==> src/adam_pkg.sv <==
// Shared constants, types and state codes of the Adam update unit.
`default_nettype none

package adam_pkg;

    // Default moment memory depth
    localparam int ELEMENTS_DEF = 1024;

    // Field widths
    localparam int IDX_W   = 10;
    localparam int VAL_W   = 32;
    localparam int LR_W    = 24;
    localparam int BETA_W  = 16;
    localparam int EPS_W   = 24;
    localparam int DECAY_W = 24;
    localparam int CFG_IDX_W  = 3;
    localparam int CFG_DATA_W = 24;

    // Moment and power widths
    localparam int M_W   = 32;
    localparam int V_W   = 48;
    localparam int POW_W = 17;

    // Datapath widths
    localparam int ACC_W     = 74;
    localparam int DIV_NUM_W = 72;
    localparam int DIV_DEN_W = 41;
    localparam int DIV_CNT_W = 7;
    localparam int SQ_W      = 64;
    localparam int ROOT_W    = 32;

    // Reset values
    localparam logic [LR_W-1:0]    LR_RST    = 24'd16777;
    localparam logic [BETA_W-1:0]  BETA1_RST = 16'd58982;
    localparam logic [BETA_W-1:0]  BETA2_RST = 16'd65470;
    localparam logic [EPS_W-1:0]   EPS_RST   = 24'd1;
    localparam logic [DECAY_W-1:0] DECAY_RST = 24'd0;
    localparam logic [POW_W-1:0]   ONE_Q16   = 17'd65536;

    // Configuration register indexes
    typedef enum logic [CFG_IDX_W-1:0] {
        REG_LEARNING_RATE = 3'd0,
        REG_BETA_FIRST    = 3'd1,
        REG_BETA_SECOND   = 3'd2,
        REG_EPSILON       = 3'd3,
        REG_DECAY_FACTOR  = 3'd4
    } cfg_reg_t;

    // Sequencer states
    typedef enum logic [4:0] {
        ST_IDLE,
        ST_POW1,
        ST_POW2,
        ST_DECAY,
        ST_MOM1,
        ST_MOM2,
        ST_SQ1,
        ST_SQ2,
        ST_V1,
        ST_V2,
        ST_V3,
        ST_V4,
        ST_DIVM,
        ST_WAITM,
        ST_WAITV,
        ST_SQRT,
        ST_LR1,
        ST_LR2,
        ST_DIVQ,
        ST_WAITQ
    } state_t;

endpackage

`default_nettype wire

==> src/adam_div.sv <==
// Shared restoring divider, one quotient bit per cycle.
`default_nettype none

module adam_div (
    input  wire logic                               clk,
    input  wire logic                               rst_n,
    input  wire logic                               start,
    input  wire logic [adam_pkg::DIV_NUM_W-1:0]     num,   // left-justified
    input  wire logic [adam_pkg::DIV_DEN_W-1:0]     den,
    input  wire logic [adam_pkg::DIV_CNT_W-1:0]     nbits,
    output logic                                    busy,
    output logic      [adam_pkg::DIV_NUM_W-1:0]     quo
);

    logic [adam_pkg::DIV_CNT_W-1:0] cnt_reg, cnt_next;
    logic [adam_pkg::DIV_NUM_W-1:0] num_reg, num_next;
    logic [adam_pkg::DIV_NUM_W-1:0] quo_reg, quo_next;
    logic [adam_pkg::DIV_DEN_W-1:0] den_reg, den_next;
    logic [adam_pkg::DIV_DEN_W-1:0] rem_reg, rem_next;
    logic [adam_pkg::DIV_DEN_W:0]   rem_sh;
    logic                           fits;

    // One trial subtraction per cycle
    always_comb
    begin
        rem_sh   = {rem_reg, num_reg[adam_pkg::DIV_NUM_W-1]};
        fits     = (rem_sh >= {1'b0, den_reg});
        cnt_next = cnt_reg;
        num_next = num_reg;
        quo_next = quo_reg;
        den_next = den_reg;
        rem_next = rem_reg;
        if (start)
        begin
            cnt_next = nbits;
            num_next = num;
            quo_next = '0;
            den_next = den;
            rem_next = '0;
        end
        else if (cnt_reg != '0)
        begin
            cnt_next = cnt_reg - 1'b1;
            num_next = {num_reg[adam_pkg::DIV_NUM_W-2:0], 1'b0};
            quo_next = {quo_reg[adam_pkg::DIV_NUM_W-2:0], fits};
            rem_next = fits ? adam_pkg::DIV_DEN_W'(rem_sh - {1'b0, den_reg})
                            : adam_pkg::DIV_DEN_W'(rem_sh);
        end
    end

    always_ff @(posedge clk or negedge rst_n)
    begin
        if (!rst_n)
            cnt_reg <= '0;
        else
            cnt_reg <= cnt_next;
    end

    always_ff @(posedge clk)
    begin
        num_reg <= num_next;
        quo_reg <= quo_next;
        den_reg <= den_next;
        rem_reg <= rem_next;
    end

    assign busy = (cnt_reg != '0);
    assign quo  = quo_reg;

endmodule

`default_nettype wire

==> config.mk <==
export PLATFORM = sky130hd
export DESIGN_NAME = adam_div
export DESIGN_NICKNAME = d
export VERILOG_FILES = /design/src/adam_pkg.sv /design/src/adam_div.sv
export SDC_FILE = /design/constraint.sdc
export NUM_CORES = 1
export LEC_CHECK = 0
export BUFFER_PORTS_ARGS = -buffer_cell sky130_fd_sc_hd__buf_2
export CAP_MARGIN = 40
export CORE_MARGIN = 4
export CORE_UTILIZATION = 40
export CTS_CLUSTER_SIZE = 14
export DETAILED_ROUTE_END_ITERATION = 10
export SLEW_MARGIN = 20
export SYNTH_ARGS = -nofsm -noshare
export SYNTH_HDL_FRONTEND = slang
export SYNTH_SLANG_ARGS = --single-unit
==> constraint.sdc <==
create_clock -name clk -period 3.7 [get_ports clk]
set_clock_uncertainty 0.05 [all_clocks]
set_input_delay 0.185 -clock clk [delete_from_list [all_inputs] [get_ports clk]]
set_output_delay 0.185 -clock clk [all_outputs]
set_load 0.01 [all_outputs]
After elaboration in Yosys (flattened, before gate mapping)
Cells that the tools add are included.
{"block": "word_totals", "ff_bits": 233, "wordCells": 15, "output_inout_bits": 73, "inputBits": 123}
{"block": "classes", "muxes": 5, "order_cmp": 1, "addsub": 2, "reduce_logical": 2}
{"cell": "$mux 72", "count": 2}
{"cell": "$ge 42x41->1", "count": 1}
{"cell": "$mux 41", "count": 1}
{"cell": "$sub 41x41->41", "count": 1}
{"cell": "$mux 7", "count": 2}
{"cell": "$reduce_bool 7->1", "count": 1}
{"cell": "$sub 7x1->7 const B", "count": 1}
{"cell": "$reduce_bool 2->1", "count": 1}

Longest topological paths before layout
{"block": "logic_depth", "depth_word": 3, "depth_mapped": 14, "depth_no_buf": 12}

Least setup slack after synthesis
OpenSTA, ideal clock, no wires.
{"block": "synth_path", "path_type": "flip-flop to flip-flop", "from": "reg cnt_reg[0] in the netlist's numbering", "to": "reg num_reg[0] in the netlist's numbering (enable)", "setup_time_ps": 740, "path_stages_with_launch": 9, "n_path_buf": 2, "slack_ps": -190, "arrival_time_ps": 3100, "required_ps": 2910, "period_less_slack_ps": 3890, "path_cell_list": "dfrtp_1 inv_1 ha_1 nand2b_1 or4_1 nor2_1 clkbuf_1 clkbuf_1 nand2_1"}
{"block": "synth_via", "elab_chain_cells": 2}
{"item": "start, declared", "line": "adam_div.sv:15", "text": "logic [adam_pkg::DIV_CNT_W-1:0] cnt_reg, cnt_next;"}
{"item": "start signal, assigned", "line": "adam_div.sv:56", "text": "cnt_reg <= cnt_next;"}
{"item": "$reduce_bool 7->1", "line": "adam_div.sv:41", "text": "else if (cnt_reg != '0)"}
{"item": "$reduce_bool 2->1 (no source line)"}
{"item": "end signal, assigned", "line": "adam_div.sv:61", "text": "num_reg <= num_next;"}
{"item": "end, declared", "line": "adam_div.sv:16", "text": "logic [adam_pkg::DIV_NUM_W-1:0] num_reg, num_next;"}
No other way between the ends.
A chain may end at the register's enable or synchronous reset.

Final worst setup path
{"block": "layout_path", "from": "reg den_reg[11] in the netlist's numbering", "to": "reg rem_reg[5] in the netlist's numbering"}
{"block": "layout_via", "elab_chain_cells": 2}
{"item": "start, declared", "line": "adam_div.sv:18", "text": "logic [adam_pkg::DIV_DEN_W-1:0] den_reg, den_next;"}
{"item": "start signal, assigned", "line": "adam_div.sv:63", "text": "den_reg <= den_next;"}
{"item": "$ge 42x41->1", "line": "adam_div.sv:27", "text": "fits = (rem_sh >= {1'b0, den_reg});"}
{"item": "$mux 41", "line": "adam_div.sv:46", "text": "rem_next = fits ? adam_pkg::DIV_DEN_W'(rem_sh - {1'b0, den_reg})"}
{"item": "end signal, assigned", "line": "adam_div.sv:64", "text": "rem_reg <= rem_next;"}
{"item": "end, declared", "line": "adam_div.sv:19", "text": "logic [adam_pkg::DIV_DEN_W-1:0] rem_reg, rem_next;"}
No other way between the ends.

==> reports/metrics.cfg <==
[routing]
drtPass1Iterations=4
wl_per_cell_um=16.3
drt_iter0_markers=613
wl_um=31000
drc_errors=0
ant_nets=0
via_per_inst=5.13
vias=9764

[grt]
grt_pass1_vias=9613
grt_remaining_overflow=0
grt-busiest-layer=met2
grt.met1_usage_pct=25.6
use_met2_pct=30.5
use_met3_pct=3.90
grt_max_degree=77
antenna_found_initial=1
grt_pass1_wl_um=49800
grt.total_usage_pct=18.8

[critical_path]
r2r_slack_ns=0.32
r2r_cells=10
cp_slowest_cell=a311o_1
path_cells=inv_1 -> ha_1 -> nand2_1 -> nor4_2 -> o211ai_1 -> a311o_1 -> a2111oi_4 -> nor2_2 -> or3_1 -> a311oi_1
max_stage_delay_ns=0.45
worst_ep_required_time_ns=4.09
start_kind=flop
crit_arrival_ns=3.77
r2r-start=den_reg[11]
end_kind=flop
r2r-end=rem_reg[5]
critPathMaxFanout=7
cp-startpoint=den_reg[11]
worstSetupPathType=reg -> reg

[place]
io_buffer_count=195
place.detailed.hpwl_um=20400
routabilityCongestion=0.838

[sta]
tightest_slew_ns=0.788
timing_hold_violations_final=0
fin_crit_ns=3.38
slew_violations=0
fin_crit_sh_pct=91.2
slew_headroom_pct=47.5
rsz0062_at_grt=no
setup_tns_ns=0
report.final.setup_viol=0
fmax_ghz=0.296

[clock_network]
cts-htree-levels=1
cts_tree=built
cts.sinks=233
cts_buffers=27
insertion_delay_ns=0.54
clockRootBuffer=clkbuf_16
cts_buffer_depth=3
path_clk_slew_ns=0.06

[synthesis]
synth_area_leader_cell=edfxtp_1
avgSynthCellArea_sq_um=9.64
syn_area_sq_um=11600
synthDistinctLibCells=67
ys_seq_area_share_pct=50.0
synthTopCellsByArea=edfxtp_1 (29%), dfxtp_1 (19%), nand2_1 (7.4%)
synth_nets=1374
synth_top_area_share_pct=29.1
synth-seq-cells=233
synthArstFlopShare_pct=3.00
synth_edf_count=113
synth_cells=1208
dominantRegCellSynth=edfxtp_1
yosys_warnings=0

[status]
status=completed

[floorplan]
die-height_um=179
ios=196
initial_core_util_pct=40.6
core_area_sq_um=28700
dieArea_sq_um=31900
die_width_um=179
rows=62

[final_layout]
area_delta_synth_final_pct=30.3
fin_nets=1664
fillers=2600
final_common_cell=nand2_1
final_cell_mix=nand2_1 (229), buf_2 (194), a21oi_1 (126), dlygate4sd3_1 (122)
drive_above_1_share_pct=22.9

[flow_run]
drv_cap=0

[hold_path]
min_from=start
hp-class=in -> reg
hold_end=den_reg[36]
min_path_cells=1

[pwr]
vdd_drop_max_mv=0.367
p_per_area_nw_per_um2=597
leakage_uw=0.00633
p_total_uw=9060

Yosys cell counts (4+ instances only):
cell type and number:
a211oi_1 8, a21o_1 19, a21oi_1 126, a221oi_1 5, a311oi_1 29, a31oi_1 5
and3_1 7, buf_2 11, buf_4 5, clkbuf_1 62, dfrtp_1 7, dfxtp_1 113
edfxtp_1 113, ha_1 42, inv_1 59, mux2_2 72, mux2i_1 4, nand2_1 230
nand2b_1 6, nand3_1 16, nand4_1 18, nor2_1 69, nor2b_1 4, nor3_1 17
nor4_1 6, o211ai_1 8, o21a_1 8, o21ai_0 35, o21bai_1 11, or3_1 10
or4_1 5, xnor2_1 21, xor2_1 6
worst max-delay path by stage:
stage	end	slack, ns	cells after the start
floorplan	num_reg[0]	0.52	8
global placement	rem_reg[21]	0.32	11
detailed placement	rem_reg[21]	0.22	11
CTS	rem_reg[21]	0.22	11
global route	rem_reg[21]	0.04	11
finish	rem_reg[5]	0.32	10
worst max-delay path: cells and delay by family, from the launching register on:
kind,cells,cell delay (ns)
compound gates,4,1.38
fa+ha+maj,1,0.40
buf+inv,1,0.04
flops,1,0.32
simple gates,4,1.08
per-layer routing:
layer  vias up  part of all wire [%]  wire, um
met3        53                   5.8      1780
met1      4554                    45     14000
met2       243                    46     14300
li1       4914                     -         -
met4         0                   2.9       906
met5         -                     0         0
logic make-up (layout without fill, tap and decap cells):
group,after synthesis,in the layout,share of synthesized area [%]
other,0,1,0
DFF,233,233,50.0
and+or+nand+nor,401,401,15.0
xor gates and xnor gates,27,27,2.03
AOI/OAI and AO/OA,289,289,16.1
buffers and inverters,139,450,4.82
muxes,76,76,7.30
adders and majority gates,43,43,4.68
cell type report:
cell class,instances,area [sq um],area share (%)
Tap cell,384,480,3.17
Antenna cell,1,2.50,0.0165
Inverter,60,228,1.50
Clock inverter,14,144,0.948
Timing Repair Buffer,340,2420,16.0
Clock buffer,36,793,5.23
Multi-Input combinational cell,836,5270,34.7
Sequential cell,233,5830,38.4
report_power, final:
part / internal, uW / total [uW] / switching [uW]
combinational: 1280 / 3010 / 1730
clock: 1660 / 2780 / 1120
sequential: 3060 / 3260 / 207
total: 6000 / 9060 / 3060
metrics by stage:
stage                     std cells  util [%]  hold slack [ns]  setup slack (ns)  area (sq um)
final                          1904      52.9           0.0619             0.325         15200
after global routing           1904      52.9           0.0661            0.0419         15200
after CTS                      1902      52.8           0.0465             0.220         15200
after detailed placement       1730      45.3          -0.0192             0.219         13000
after global placement         1728      45.1          -0.0225             0.322         13000
after floorplan                1208         -           -0.161             0.521         11700
timing repair:
action | 4_1_cts | 5_1_grt
gates resized for setup | 0 | 1
endpoints found under the setup margin | 0 | 22
hold buffers | 122 | 0
buffers inserted | 0 | 1
hold endpoints to repair | 127 | 0
Power figures use the tool's default switching activity.
