--- src/adam_pkg.sv ---
// Shared constants, types and state codes of the Adam update unit.
`default_nettype none

package adam_pkg;

    // Default moment memory depth
    localparam int ELEMENTS_DEF = 1024;

    // Field widths
    localparam int IDX_W   = 10;
    localparam int VAL_W   = 32;
    localparam int LR_W    = 24;
    localparam int BETA_W  = 16;
    localparam int EPS_W   = 24;
    localparam int DECAY_W = 24;
    localparam int CFG_IDX_W  = 3;
    localparam int CFG_DATA_W = 24;

    // Moment and power widths
    localparam int M_W   = 32;
    localparam int V_W   = 48;
    localparam int POW_W = 17;

    // Datapath widths
    localparam int ACC_W     = 74;
    localparam int DIV_NUM_W = 72;
    localparam int DIV_DEN_W = 41;
    localparam int DIV_CNT_W = 7;
    localparam int SQ_W      = 64;
    localparam int ROOT_W    = 32;

    // Reset values
    localparam logic [LR_W-1:0]    LR_RST    = 24'd16777;
    localparam logic [BETA_W-1:0]  BETA1_RST = 16'd58982;
    localparam logic [BETA_W-1:0]  BETA2_RST = 16'd65470;
    localparam logic [EPS_W-1:0]   EPS_RST   = 24'd1;
    localparam logic [DECAY_W-1:0] DECAY_RST = 24'd0;
    localparam logic [POW_W-1:0]   ONE_Q16   = 17'd65536;

    // Configuration register indexes
    typedef enum logic [CFG_IDX_W-1:0] {
        REG_LEARNING_RATE = 3'd0,
        REG_BETA_FIRST    = 3'd1,
        REG_BETA_SECOND   = 3'd2,
        REG_EPSILON       = 3'd3,
        REG_DECAY_FACTOR  = 3'd4
    } cfg_reg_t;

    // Sequencer states
    typedef enum logic [4:0] {
        ST_IDLE,
        ST_POW1,
        ST_POW2,
        ST_DECAY,
        ST_MOM1,
        ST_MOM2,
        ST_SQ1,
        ST_SQ2,
        ST_V1,
        ST_V2,
        ST_V3,
        ST_V4,
        ST_DIVM,
        ST_WAITM,
        ST_WAITV,
        ST_SQRT,
        ST_LR1,
        ST_LR2,
        ST_DIVQ,
        ST_WAITQ
    } state_t;

endpackage

`default_nettype wire

--- src/adam_sqrt.sv ---
// Integer square root, two radicand bits per cycle.
`default_nettype none

module adam_sqrt (
    input  wire logic                          clk,
    input  wire logic                          rst_n,
    input  wire logic                          start,
    input  wire logic [adam_pkg::SQ_W-1:0]     radicand,
    output logic                               busy,
    output logic      [adam_pkg::ROOT_W-1:0]   root
);

    logic [adam_pkg::SQ_W-1:0] x_reg, x_next;
    logic [adam_pkg::SQ_W-1:0] res_reg, res_next;
    logic [adam_pkg::SQ_W-1:0] bit_reg, bit_next;
    logic [adam_pkg::SQ_W-1:0] trial;

    // Digit-by-digit step
    always_comb
    begin
        trial    = res_reg + bit_reg;
        x_next   = x_reg;
        res_next = res_reg;
        bit_next = bit_reg;
        if (start)
        begin
            x_next   = radicand;
            res_next = '0;
            bit_next = adam_pkg::SQ_W'(1) << (adam_pkg::SQ_W - 2);
        end
        else if (bit_reg != '0)
        begin
            if (x_reg >= trial)
            begin
                x_next   = x_reg - trial;
                res_next = (res_reg >> 1) + bit_reg;
            end
            else
            begin
                res_next = res_reg >> 1;
            end
            bit_next = bit_reg >> 2;
        end
    end

    always_ff @(posedge clk or negedge rst_n)
    begin
        if (!rst_n)
            bit_reg <= '0;
        else
            bit_reg <= bit_next;
    end

    always_ff @(posedge clk)
    begin
        x_reg   <= x_next;
        res_reg <= res_next;
    end

    assign busy = (bit_reg != '0);
    assign root = res_reg[adam_pkg::ROOT_W-1:0];

endmodule

`default_nettype wire

--- config.mk ---
export PLATFORM = sky130hd
export DESIGN_NAME = adam_sqrt
export DESIGN_NICKNAME = d
export VERILOG_FILES = /design/src/adam_pkg.sv /design/src/adam_sqrt.sv
export SDC_FILE = /design/constraint.sdc
export NUM_CORES = 1
export LEC_CHECK = 0
export BUFFER_PORTS_ARGS = -buffer_cell sky130_fd_sc_hd__buf_2
export CAP_MARGIN = 20
export CORE_MARGIN = 2
export CORE_UTILIZATION = 45
export DETAILED_ROUTE_END_ITERATION = 8
export SLEW_MARGIN = 20
export SYNTH_ARGS = -nofsm -noshare
export SYNTH_HDL_FRONTEND = slang
export SYNTH_SLANG_ARGS = --single-unit
--- constraint.sdc ---
create_clock -name clk -period 15.9 [get_ports clk]
set_input_delay 0.795 -clock clk [delete_from_list [all_inputs] [get_ports clk]]
set_output_delay 0.795 -clock clk [all_outputs]
set_load 0.01 [all_outputs]
# Yosys cells after proc, flatten, opt, wreduce, memory -nomap -nowiden
# Index checks and enable logic that the tools add are counted.
# Widths: inputs -> output; s select.
[word_totals] ff_bits=192 latch_bits=0 ram_bits=0 mem_bits_ro=0 inputBits=67 output_inout_bits=33 word_cells=17 mem_count=0
[op_classes] n_addsub=3 multipliers=0 div_mod_pow=0 n_lt_le_gt_ge=1 eq_ne=0 n_shift=0 mux=6 n_bitwise=0 reduce_logical=4
[ops] cell="$mux 64" n=6
[ops] cell="$add 63x64->64" n=1
[ops] cell="$add 64x64->64" n=1
[ops] cell="$ge 64x64->1" n=1
[ops] cell="$reduce_bool 64->1" n=1
[ops] cell="$sub 64x64->64" n=1
[ops] cell="$reduce_bool 2->1" n=2
[ops] cell="$reduce_and 2->1" n=1

# Longest topological paths before layout
# Gate-level depths: netlist of the first run.
[logic_depth] ltp_word=5 ltp_mapped=24 mapped_depth_nobuf=21

# Worst setup path before layout of the first run
# No wires, ideal clock.
[synth_timing] path_kind="register to register" from="register bit_reg[2] (netlist bit)" to="register x_reg[0] (netlist bit), enable pin" setup_time_ns=0.424 arrival_ns=5.927 required_ns=15.476 setup_slack_ns=9.549 path_stages_with_launch=21 n_path_buf=1 period_less_slack_ns=6.351 cell_sequence="dfrtp_1 > ha_1 > a31oi_1 > a211oi_1 > a311oi_1 > o31ai_1 > a31o_2 > a21oi_1 > o21bai_1 > a21oi_1 > xor2_1 > ha_1 > clkbuf_1 > nand2_1 > nor2_1 > and3_1 > nand2_1 > a2111o_1 > a41oi_2 > o21ai_0 > nand2_1"
[synth_via] elab_chain_len=4 elab_cells_between_ends=6 classes_between="1 x add/sub; 1 x order compare; 4 x reduce/logical"
[synth_rtl] item="start: declaration" line_no="adam_sqrt.sv:15" rtl="logic [adam_pkg::SQ_W-1:0] bit_reg, bit_next;"
[synth_rtl] item="start signal: assignment" line_no="adam_sqrt.sv:51" rtl="bit_reg <= bit_next;"
[synth_rtl] item="$add 64x64->64" line_no="adam_sqrt.sv:21" rtl="trial = res_reg + bit_reg;"
[synth_rtl] item="$ge 64x64->1" line_no="adam_sqrt.sv:33" rtl="if (x_reg >= trial)"
[synth_rtl] item="$reduce_bool 2->1 (no line)"
[synth_rtl] item="$reduce_and 2->1 (no line) (*)"
[synth_rtl] item="end signal: assignment" line_no="adam_sqrt.sv:56" rtl="x_reg <= x_next;"
[synth_rtl] item="end: declaration" line_no="adam_sqrt.sv:13" rtl="logic [adam_pkg::SQ_W-1:0] x_reg, x_next;"
# Mark *: on every way between the ends. The rest lies on a longest branch, timed or not.
# A chain may end at the register's enable or synchronous reset.

# Worst setup path after layout of the first run
[layout_timing] from="register bit_reg[0] (netlist bit)" to="register x_reg[21] (netlist bit), enable pin"
# Same word-level chain as after synthesis.

==> out/qor.yml, run 1 <==
status: "completed"
yosys_warnings: 0
path_cells: "ha_1 > ha_1 > a21o_1 > a31oi_1 > o21ai_0 > a31oi_1 > o31ai_1 > and2_1 > a41oi_1 > o21ai_0 > xnor2_1 > ha_1 > nand2_1 > o21ai_1 > a21oi_1 > o21a_1 > a2111o_1 > a41oi_2 > buf_4 > o21ai_0 > nand2_2 > buf_4"
slew_viol_final: 0
start_util_pct: 45.4
setup_tns_ps: 0
tightest_slew_ps: 815
clk_latency_ps: 460
power_leakage_nw: 6.60
synth.yosys.seq_area_share_pct: 25.7
cts_tree: "built"
ctsHoldBuffers: 0
fmax_ghz: 0.140
antenna_found_initial: 0
numCtsBuffers: 17
grt_pass1_wl_mm: 77.5
wl_per_cell_um: 20.0
post-route-period-util_pct: 45.0
grt_use_total_pct: 27.1
final_cell_area_mm2: 0.0167
grt_max_degree: 103
worst_ir_drop_vdd_v: 0.000113
areaGrowthSynthToFinish_pct: 7.20
drtIter0Drc: 1417
mappedNetlistArea_mm2: 0.0156
crit_required_ps: 15990
crit_path_max_incr_delay_ps: 680
ys_ff_latch: 160
cp_slowest_cell: "buf_4"
num-nets-final: 2179
post-dp-hpwl_mm: 37.2
yosys-top-cells-area: "edfxtp_1, ha_1, dfxtp_1"
power.density_mw_per_mm2: 187
first_pass_iters: 5
slew_headroom_pct: 45.1
post-route-drc-count: 0
min_path_type: "in2async"
setup_viol: 0
skew_ps: 9.83
netlist.area_leader.share_pct: 12.3
io_buffers: 99
cts_buffer_depth: 2
yosysTopAreaCell: "edfxtp_1"
globalRoute.totalOverflow: 0
num_rows: 68
syn_nets: 2184
drive_gt1_share_pct: 9.53
cp_top_family: "compound AO/OA/AOI/OAI gates"
place_area_mm2: 0.0161
preCtsSetupSlack_ps: 8860
hold_viol_final: 0
max_cap_violations: 0
post_drt_via_cell_ratio: 6.18
die_w_um: 190
coreArea_mm2: 0.0343
finalCriticalPeriod_ps: 7150
die-area_mm2: 0.0361
n_antenna_cell: 0
routed_wl_mm: 48.9
yosys.cell_types.count: 83
gp_congestion: 0.943
synth_edf_count: 64
power.total_mw: 3.12
htree_levels: 4
layout_commonest_cell: "nand2_1"
layout.cells.most_common_list: "nand2_1, o21ai_0, a21oi_1"
cts.reportedPaths.clkPinSlew_ps: 70
fin_ws_ps: 8750
cp_max_fo: 55
grt_pass1_vias: 13900
syn_inst: 1986
synth_top_flop_cell: "edfxtp_1"
path_buf_inv: 2
avgSynthCellArea_um2: 7.84
ff2ff_setup_slack_ps: 8750
ctsResizeCount: 0
antenna_left: 0
rsz0062_at_grt: "no"
ioPinCount: 100
arrival_ps: 7240
post-route-util_pct: 48.7
critPathLaunchType: "flop"
critical_path_class: "reg2reg"
vias: 15100
crit_path_end_kind: "flop"
cts_sinks: 160
cts_setup_buffers: 0
chipHeight_um: 190
root_buffer: "clkbuf_16"
synthArstFlopShare_pct: 20.0
## cells in the mapped netlist, drive strengths merged, types with 33 or more instances
library cell / count
nor3: 35
a211oi: 43
a21o: 33
clkbuf: 83
nor2: 139
xor2: 71
a21oi: 139
nand4: 41
nand3: 41
edfxtp: 64
nand2: 231
inv: 53
buf: 53
o21ai: 195
ha: 130
dfxtp: 64
o21bai: 34
xnor2: 74
a31oi: 62
nor2b: 40
## where the power goes
part | leakage [nW] | internal (mW) | switching, mW | total [mW]
combinational | 4.67 | 0.729 | 1.20 | 1.93
clock | 0.305 | 0.246 | 0.201 | 0.447
sequential | 1.63 | 0.606 | 0.137 | 0.743
total | 6.60 | 1.58 | 1.53 | 3.12
## cell families after synthesis
group           share of synthesized area [%]
mux                                      1.23
buf+inv                                  5.57
xor+xnor                                 8.15
simple gates                             20.4
fa+ha+maj                                10.6
compound gates                           28.3
flops                                    25.7
## per-layer routing
metal	share of wire [%]	vias to the layer above	global-route usage, %
li1	-	7386	-
met1	49	7142	40.9
met2	42	564	39.7
met3	7.0	52	4.24
met4	2.0	0	7.30
met5	0	-	0
## per-stage QoR
step	hold WS (ps)	std cells
after floorplan	488	1986
after global placement	508	2417
after detailed placement	530	2417
after CTS	438	2449
after global routing	471	2449
final	417	2449
## path summary, 6_finish.rpt
| kind | from | endpoint | cells past startpoint |
|---|---|---|---|
| setup / recovery | bit_reg[0]$_DFFE_PN0P_ | x_reg[21]$_DFFE_PP_ | 22 |
| hold / removal | rst_n | bit_reg[58]$_DFFE_PN0P_ | 1 |
| setup reg to reg | bit_reg[0]$_DFFE_PN0P_ | x_reg[21]$_DFFE_PP_ | 22 |
| hold reg to reg | res_reg[0]$_SDFFE_PP0P_ | res_reg[0]$_SDFFE_PP0P_ | 2 |
| max in group asynchronous | rst_n | bit_reg[2]$_DFFE_PN0P_ | 1 |
| min in group clk | res_reg[0]$_SDFFE_PP0P_ | res_reg[0]$_SDFFE_PP0P_ | 2 |
## worst register-to-register path: cells and delay by family, from the launching register on
| kind | cells | cell delay (ps) |
|---|---|---|
| AOI/OAI and AO/OA | 13 | 3510 |
| xor gates and xnor gates | 1 | 170 |
| adders and majority gates | 3 | 840 |
| buffers and inverters | 2 | 1090 |
| DFF | 1 | 410 |
| and+or+nand+nor | 3 | 690 |
## layout make-up
class / instances / area [um2]
inverter: 53 / 200
timing repair buffer: 112 / 599
sequential: 160 / 4000
clock inverter: 14 / 164
multi-input combinational: 1637 / 10700
tap: 455 / 569
fill: 3429 / 17600
clock buffer: 18 / 450
Note: power is estimated with default switching activity, not from simulation.
==> inputs of run 2 (changes only) <==
Settings changed: ABC_AREA set to 1.
Clock period 15.9 ns to 5.9 ns, I/O delays scaled along.
==> out/qor.yml, run 2 <==
preCtsSetupSlack_ps: 1060  # was 8860 ps
setup_viol: 0  # unchanged
use_met1_pct: 44.3  # was 40.9%
vias: 22900  # was 15100
htree_levels: 4  # unchanged
clk_latency_ps: 510  # was 460 ps
io_buffers: 99  # unchanged
yosys-top-cells-area: "nand2_1, inv_1, edfxtp_1"  # was edfxtp_1, ha_1, dfxtp_1
first_pass_iters: 6  # was 5
die_w_um: 219  # was 190 um
ioPinCount: 100  # unchanged
critPathLaunchType: "flop"  # unchanged
drtIter0Drc: 1922  # was 1417
min_path_type: "in2reg"  # was in2async
post-dp-hpwl_mm: 66.8  # was 37.2 mm
layout_commonest_cell: "nand2_1"  # unchanged
cp-startpoint: "res_reg[22]$_SDFFE_PP0P_"  # was bit_reg[0]$_DFFE_PN0P_
finalCriticalPeriod_ps: 4970  # was 7150 ps
power.density_mw_per_mm2: 469  # was 187 mW/mm2
ff2ff_setup_slack_ps: 930  # was 8750 ps
num-nets-final: 3927  # was 2179
num_rows: 78  # was 68
chipHeight_um: 219  # was 190 um
grt_util_met2_pct: 55.6  # was 39.7%
synth_edf_count: 64  # unchanged
critical_path_class: "reg2reg"  # unchanged
grt_pass1_wl_mm: 122  # was 77.5 mm
synthArstFlopShare_pct: 20.0  # unchanged
routed_wl_mm: 80.8  # was 48.9 mm
areaGrowthSynthToFinish_pct: 6.55  # was 7.20%
cts.reportedPaths.clkPinSlew_ps: 80  # was 70 ps
die-area_mm2: 0.0480  # was 0.0361 mm2
tightest_slew_ps: 807  # was 815 ps
grt_max_degree: 80  # was 103
yosys.cell_types.count: 52  # was 83
n_antenna_cell: 0  # unchanged
layout.cells.most_common_list: "nand2_1, inv_1, nor2_1"  # was nand2_1, o21ai_0, a21oi_1
yosysMostFrequentCell: "nand2_1"  # unchanged
skew_ps: 16.7  # was 9.83 ps
power_leakage_nw: 11.2  # was 6.60 nW
crit_path_end_kind: "flop"  # unchanged
slew_headroom_pct: 46.2  # was 45.1%
drive_gt1_share_pct: 6.81  # was 9.53%
gp_congestion: 0.991  # was 0.943
fmax_ghz: 0.201  # was 0.140 GHz
post-route-util_pct: 48.7  # about the same
post-route-period-util_pct: 84.3  # was 45.0%
yosys_warnings: 0  # unchanged
post_drt_via_cell_ratio: 5.27  # was 6.18
grt_pass1_vias: 21600  # was 13900
reg2reg_depth: 24  # was 22
mappedNetlistArea_mm2: 0.0208  # was 0.0156 mm2
fin_ws_ps: 928  # was 8750 ps
status: "completed"  # unchanged
cts_buffer_depth: 2  # unchanged
yosysTopAreaCell: "nand2_1"  # was edfxtp_1
max_cap_violations: 0  # unchanged
synth_top_flop_cell: "edfxtp_1"  # unchanged
rsz0062_at_grt: "no"  # unchanged
synthTopCellsByCount: "nand2_1, inv_1, nor2_1"  # was nand2_1, o21ai_0, a21oi_1
numCtsBuffers: 17  # unchanged
cts_setup_buffers: 0  # unchanged
root_buffer: "clkbuf_16"  # unchanged
grt_use_met3_pct: 3.37  # was 4.24%
crit_end: "res_reg[51]$_SDFFE_PP0P_"  # was x_reg[21]$_DFFE_PP_
cts_sinks: 160  # unchanged
reg2reg_from: "res_reg[22]$_SDFFE_PP0P_"  # was bit_reg[0]$_DFFE_PN0P_
cp_common_cell: "nand2_1"
avgSynthCellArea_um2: 5.65  # was 7.84 um2
crit_path_max_incr_delay_ps: 640  # was 680 ps
r2r_end: "res_reg[51]$_SDFFE_PP0P_"  # was x_reg[21]$_DFFE_PP_
path_cells: "ha_1 > nand2_1 > o21ai_0 > nand2_1 > o21ai_0 > a21oi_1 > o21ai_1 > nand4_1 > nand3b_1 > nand2_1 > ha_1 > nand2_1 > nor2_1 > nand2_1 > inv_1 > nand2_1 > nand2_1 > a21oi_4 > nand2_4 > buf_12 > nand2_1 > nand2_1 > nand2_1 > nand2_1"  # was ha_1 > ha_1 > a21o_1 > a31oi_1 > o21ai_0 > a31oi_1 > o31ai_1 > and2_1 > a41oi_1 > o21ai_0 > xnor2_1 > ha_1 > nand2_1 > o21ai_1 > a21oi_1 > o21a_1 > a2111o_1 > a41oi_2 > buf_4 > o21ai_0 > nand2_2 > buf_4
grt_use_total_pct: 33.9  # was 27.1%
ys_ff_latch: 160  # unchanged
start_util_pct: 45.7  # was 45.4%
timing.hold.ws_ps: 57.3  # was 417 ps
arrival_ps: 5360  # was 7240 ps
place_area_mm2: 0.0216  # was 0.0161 mm2
coreArea_mm2: 0.0456  # was 0.0343 mm2
post-route-drc-count: 0  # unchanged
final_cell_area_mm2: 0.0222  # was 0.0167 mm2
wl_per_cell_um: 18.6  # was 20.0 um
cp_slowest_cell: "dfxtp_1"  # was buf_4
globalRoute.totalOverflow: 0  # unchanged
cp_max_fo: 39  # was 55
syn_nets: 3888  # was 2184
antenna_left: 0  # unchanged
cts_tree: "built"  # unchanged
synth.yosys.seq_area_share_pct: 19.2  # was 25.7%
worst_ir_drop_vdd_v: 0.000325  # was 0.000113 V
slew_viol_final: 0  # unchanged
crit_required_ps: 6290  # was 15990 ps
setup_tns_ps: 0  # unchanged
hold_viol_final: 0  # unchanged
antenna_found_initial: 0  # unchanged
syn_inst: 3690  # was 1986
netlist.area_leader.share_pct: 24.9  # was 12.3%
grt_busiest_layer: "met2"  # was met1
## run 2: power breakdown
part	leakage (nW)	switching (mW)	total, mW	internal, mW
Sequential	1.62	0.398	2.07	1.67
Combinational	9.32	4.78	7.17	2.39
Clock	0.279	0.576	1.16	0.589
Total	11.2	5.76	10.4	4.65
## run 2: final cells by class
cell class	instances	area (um2)
Clock buffer	19	464
Clock inverter	13	115
Fill cell	5100	23400
Inverter	594	2230
Multi-Input combinational cell	2832	13900
Sequential cell	160	4000
Tap cell	600	751
Timing Repair Buffer	124	726
## run 2: routing by layer
layer	part of all wire, %	vias up
met5	0	-
met4	5.0	0
met3	4.9	157
met2	45	733
met1	45	10300
li1	-	11700
## run 2: through the flow
stage | total power [mW] | cells
global placement | 9.10 | 4309
floorplan | 7.19 | 3690
global route | 11.3 | 4342
detailed placement | 9.10 | 4309
CTS | 10.3 | 4342
finish | 10.4 | 4342
## run 2: kinds of logic (layout without fill, tap and decap cells)
logic type               after synthesis  count (layout)  share of synthesized area, %
adder cells (fa/ha/maj)              131             131                          7.90
XOR/XNOR                              92              92                          3.87
AND/OR/NAND/NOR                     2233            2233                          45.1
flip-flops                           160             160                          19.2
buffers and inverters                698             750                          14.1
AO/OA/AOI/OAI                        376             376                          9.72
## run 2: repair_timing
| item | in CTS | in global routing |
|---|---|---|
| gates resized for setup | 0 | 0 |
| hold buffers | 1 | 0 |
| endpoints found under the hold margin | 32 | 0 |
## run 2: how the worst min path moves through the flow
| stage | from | to | slack (ps) | cells after the start |
|---|---|---|---|---|
| 2_1_floorplan | rst_n | bit_reg[0]$_DFFE_PN0P_ | -0.6 | 0 |
| 3_3_place_gp | rst_n | bit_reg[50]$_DFFE_PN0P_ | 430 | 1 |
| 3_5_place_dp | rst_n | bit_reg[46]$_DFFE_PN0P_ | 430 | 1 |
| 4_1_cts | radicand[11] | x_reg[11]$_DFFE_PP_ | 30 | 3 |
| 5_1_grt | radicand[11] | x_reg[11]$_DFFE_PP_ | 50 | 3 |
| 6_report | radicand[13] | x_reg[13]$_DFFE_PP_ | 60 | 3 |
## run 2: critical path: cells and delay by family (launching register included)
kind | cells | cell delay (ps)
compound gates | 5 | 1360
fa+ha+maj | 2 | 650
buf+inv | 2 | 330
flops | 1 | 640
simple gates | 15 | 1840
==> inputs of run 3 (changes only) <==
Settings changed: ABC_AREA 1 to 0.
Clock period 5.9 ns to 4.8 ns, I/O delays scaled along.
==> out/qor.yml, run 3 (synthesized netlist as in run 1, its figures left out) <==
clk_latency_ps: 470  # was 510 ps
vias: 17900  # was 22900
max_cap_violations: 0  # unchanged
grt_pass1_wl_mm: 90.8  # was 122 mm
cp_max_fo: 5  # was 39
coreArea_mm2: 0.0343  # was 0.0456 mm2
htree_levels: 4  # unchanged
first_pass_iters: 7  # was 6
post-route-period-util_pct: 111  # was 84.3%
wl_per_cell_um: 20.6  # was 18.6 um
hold_viol_final: 0  # unchanged
setup_tns_ps: -57940  # was 0 ps
antenna_found_initial: 0  # unchanged
power.density_mw_per_mm2: 665  # was 469 mW/mm2
chipHeight_um: 190  # was 219 um
layout.cells.most_common_list: "buf_4, nand2_1, nor2_1"  # was nand2_1, inv_1, nor2_1
post_drt_via_cell_ratio: 6.08  # was 5.27
routed_wl_mm: 60.6  # was 80.8 mm
rsz0062_at_grt: "yes"  # was no
fin_ws_ps: -511  # was 928 ps
setup_viol: 154  # was 0
grt_max_degree: 102  # was 80
arrival_ps: 5670  # was 5360 ps
areaGrowthSynthToFinish_pct: 47.4  # was 6.55%
gp_congestion: 0.929  # was 0.991
status: "complete, but fails checks"  # was completed
root_buffer: "clkbuf_16"  # unchanged
post-dp-hpwl_mm: 42.2  # was 66.8 mm
path_cells: "ha_1 > a31oi_2 > o21bai_1 > a31oi_1 > buf_4 > o31ai_4 > a31o_2 > a21oi_4 > o21bai_1 > a31oi_1 > xor2_1 > ha_1 > a21o_1 > a211o_1 > a21oi_2 > o21a_1 > buf_4 > a41oi_4 > buf_12 > or2_4 > buf_6 > buf_12 > mux2i_4 > a221oi_2"  # was ha_1 > nand2_1 > o21ai_0 > nand2_1 > o21ai_0 > a21oi_1 > o21ai_1 > nand4_1 > nand3b_1 > nand2_1 > ha_1 > nand2_1 > nor2_1 > nand2_1 > inv_1 > nand2_1 > nand2_1 > a21oi_4 > nand2_4 > buf_12 > nand2_1 > nand2_1 > nand2_1 > nand2_1
critical_path_class: "reg2reg"  # unchanged
cts_buffer_depth: 2  # unchanged
layout_commonest_cell: "buf_4"  # was nand2_1
timing.hold.ws_ps: 52.9  # was 57.3 ps
drive_gt1_share_pct: 38.5  # was 6.81%
n_antenna_cell: 0  # unchanged
cp_slowest_cell: "dfrtp_1"  # was dfxtp_1
numCtsBuffers: 17  # unchanged
register_area_mm2: 0.00401  # was 0.00400 mm2
worst_ir_drop_vdd_v: 0.000406  # was 0.000325 V
fmax_ghz: 0.188  # was 0.201 GHz
die_w_um: 190  # was 219 um
globalRoute.totalOverflow: 0  # unchanged
slew_headroom_pct: 42.1  # was 46.2%
num-nets-final: 2676  # was 3927
skew_ps: 17.9  # was 16.7 ps
die-area_mm2: 0.0361  # was 0.0480 mm2
post-route-util_pct: 66.9  # was 48.7%
antenna_left: 0  # unchanged
start_util_pct: 45.4  # was 45.7%
cts_sinks: 160  # unchanged
min_path_type: "in2reg"  # unchanged
io_buffers: 99  # unchanged
crit_path_max_incr_delay_ps: 390  # was 640 ps
num_rows: 68  # was 78
cts_tree: "built"  # unchanged
grt_pass1_vias: 17200  # was 21600
tightest_slew_ps: 868  # was 807 ps
multi_input_area_mm2: 0.0126  # was 0.0139 mm2
critPathLaunchType: "flop"  # unchanged
fillers: 2791  # was 5100
power_leakage_nw: 9.57  # was 11.2 nW
crit_path_end_kind: "flop"  # unchanged
ioPinCount: 100  # unchanged
drtIter0Drc: 1380  # was 1922
cts.reportedPaths.clkPinSlew_ps: 80  # about the same
finalCriticalPeriod_ps: 5310  # was 4970 ps
preCtsSetupSlack_ps: -634  # was 1060 ps
grt_use_total_pct: 31.8  # was 33.9%
slew_viol_final: 0  # unchanged
crit_required_ps: 5160  # was 6290 ps
violations: "setup timing"
post-route-drc-count: 0  # unchanged
==> run 3: cell types whose count changed in the layout (fill, tap and decap cells not counted), sizes merged, moves of 38 or more <==
cell / change
a211oi: +42
a31oi: +59
buf: +483
inv: -547
nand2: -1162
nand3: -269
nor2: -246
nor2b: +40
o21ai: +38
==> run 3: what timing repair did <==
action	4_1_cts	5_1_grt
endpoints found under the hold margin	32	0
buffers inserted	57	60
endpoints found under the setup margin	154	156
cloned	11	2
hold buffers	1	0
pin swaps	107	175
resized for setup	229	254
==> run 3: final cells by class <==
cell class	count	area share (%)
Tap cell	455	2.48
Inverter	53	0.872
Multi-Input combinational cell	1637	55.1
Timing Repair Buffer	609	21.6
Sequential cell	160	17.5
Clock buffer	24	2.25
Clock inverter	7	0.311
==> run 3: stage by stage <==
stage / cell area (um2) / total power [mW] / std cells
floorplan: 15800 / 7.22 / 1986
global placement: 19200 / 10.5 / 2796
detailed placement: 19200 / 10.6 / 2796
CTS: 21500 / 13.6 / 2894
global route: 23000 / 16.1 / 2945
finish: 23000 / 15.3 / 2945
==> run 3: worst paths after layout <==
path	startpoint	endpoint	slack (ps)	cells past startpoint
hold / removal	radicand[46]	x_reg[46]$_DFFE_PP_	50	3
max in group asynchronous	rst_n	bit_reg[52]$_DFFE_PN0P_	3810	2
setup reg to reg	bit_reg[20]$_DFFE_PN0P_	res_reg[12]$_SDFFE_PP0P_	-510	24
min in group asynchronous	rst_n	bit_reg[2]$_DFFE_PN0P_	420	2
hold reg to reg	bit_reg[60]$_DFFE_PN0P_	bit_reg[58]$_DFFE_PN0P_	570	1
setup / recovery	bit_reg[20]$_DFFE_PN0P_	res_reg[12]$_SDFFE_PP0P_	-510	24
==> run 3: critical path: cells and delay by family, from the launching register on <==
kind / cells / cell delay, ps
AOI/OAI and AO/OA: 14 / 2690
xor gates and xnor gates: 1 / 250
adders and majority gates: 2 / 640
buffers and inverters: 5 / 770
DFF: 1 / 390
muxes: 1 / 180
and+or+nand+nor: 1 / 270
==> run 3: per-layer routing <==
metal  routed length (um)  share of wire (%)  up-vias  global-route usage [%]
met2                29000                 48      771                    53.6
met5                    0                  0        -                       0
li1                     -                  -     8373                       -
met4                 2410                4.0        0                    13.1
met1                25200                 42     8574                    39.7
met3                 4030                6.6      191                    6.09
==> run 3: power breakdown <==
| part | internal, mW | switching, mW | total (mW) |
|---|---|---|---|
| registers | 2.01 | 0.321 | 2.33 |
| logic | 5.54 | 5.97 | 11.5 |
| clock network | 0.805 | 0.633 | 1.44 |
| total | 8.35 | 6.92 | 15.3 |
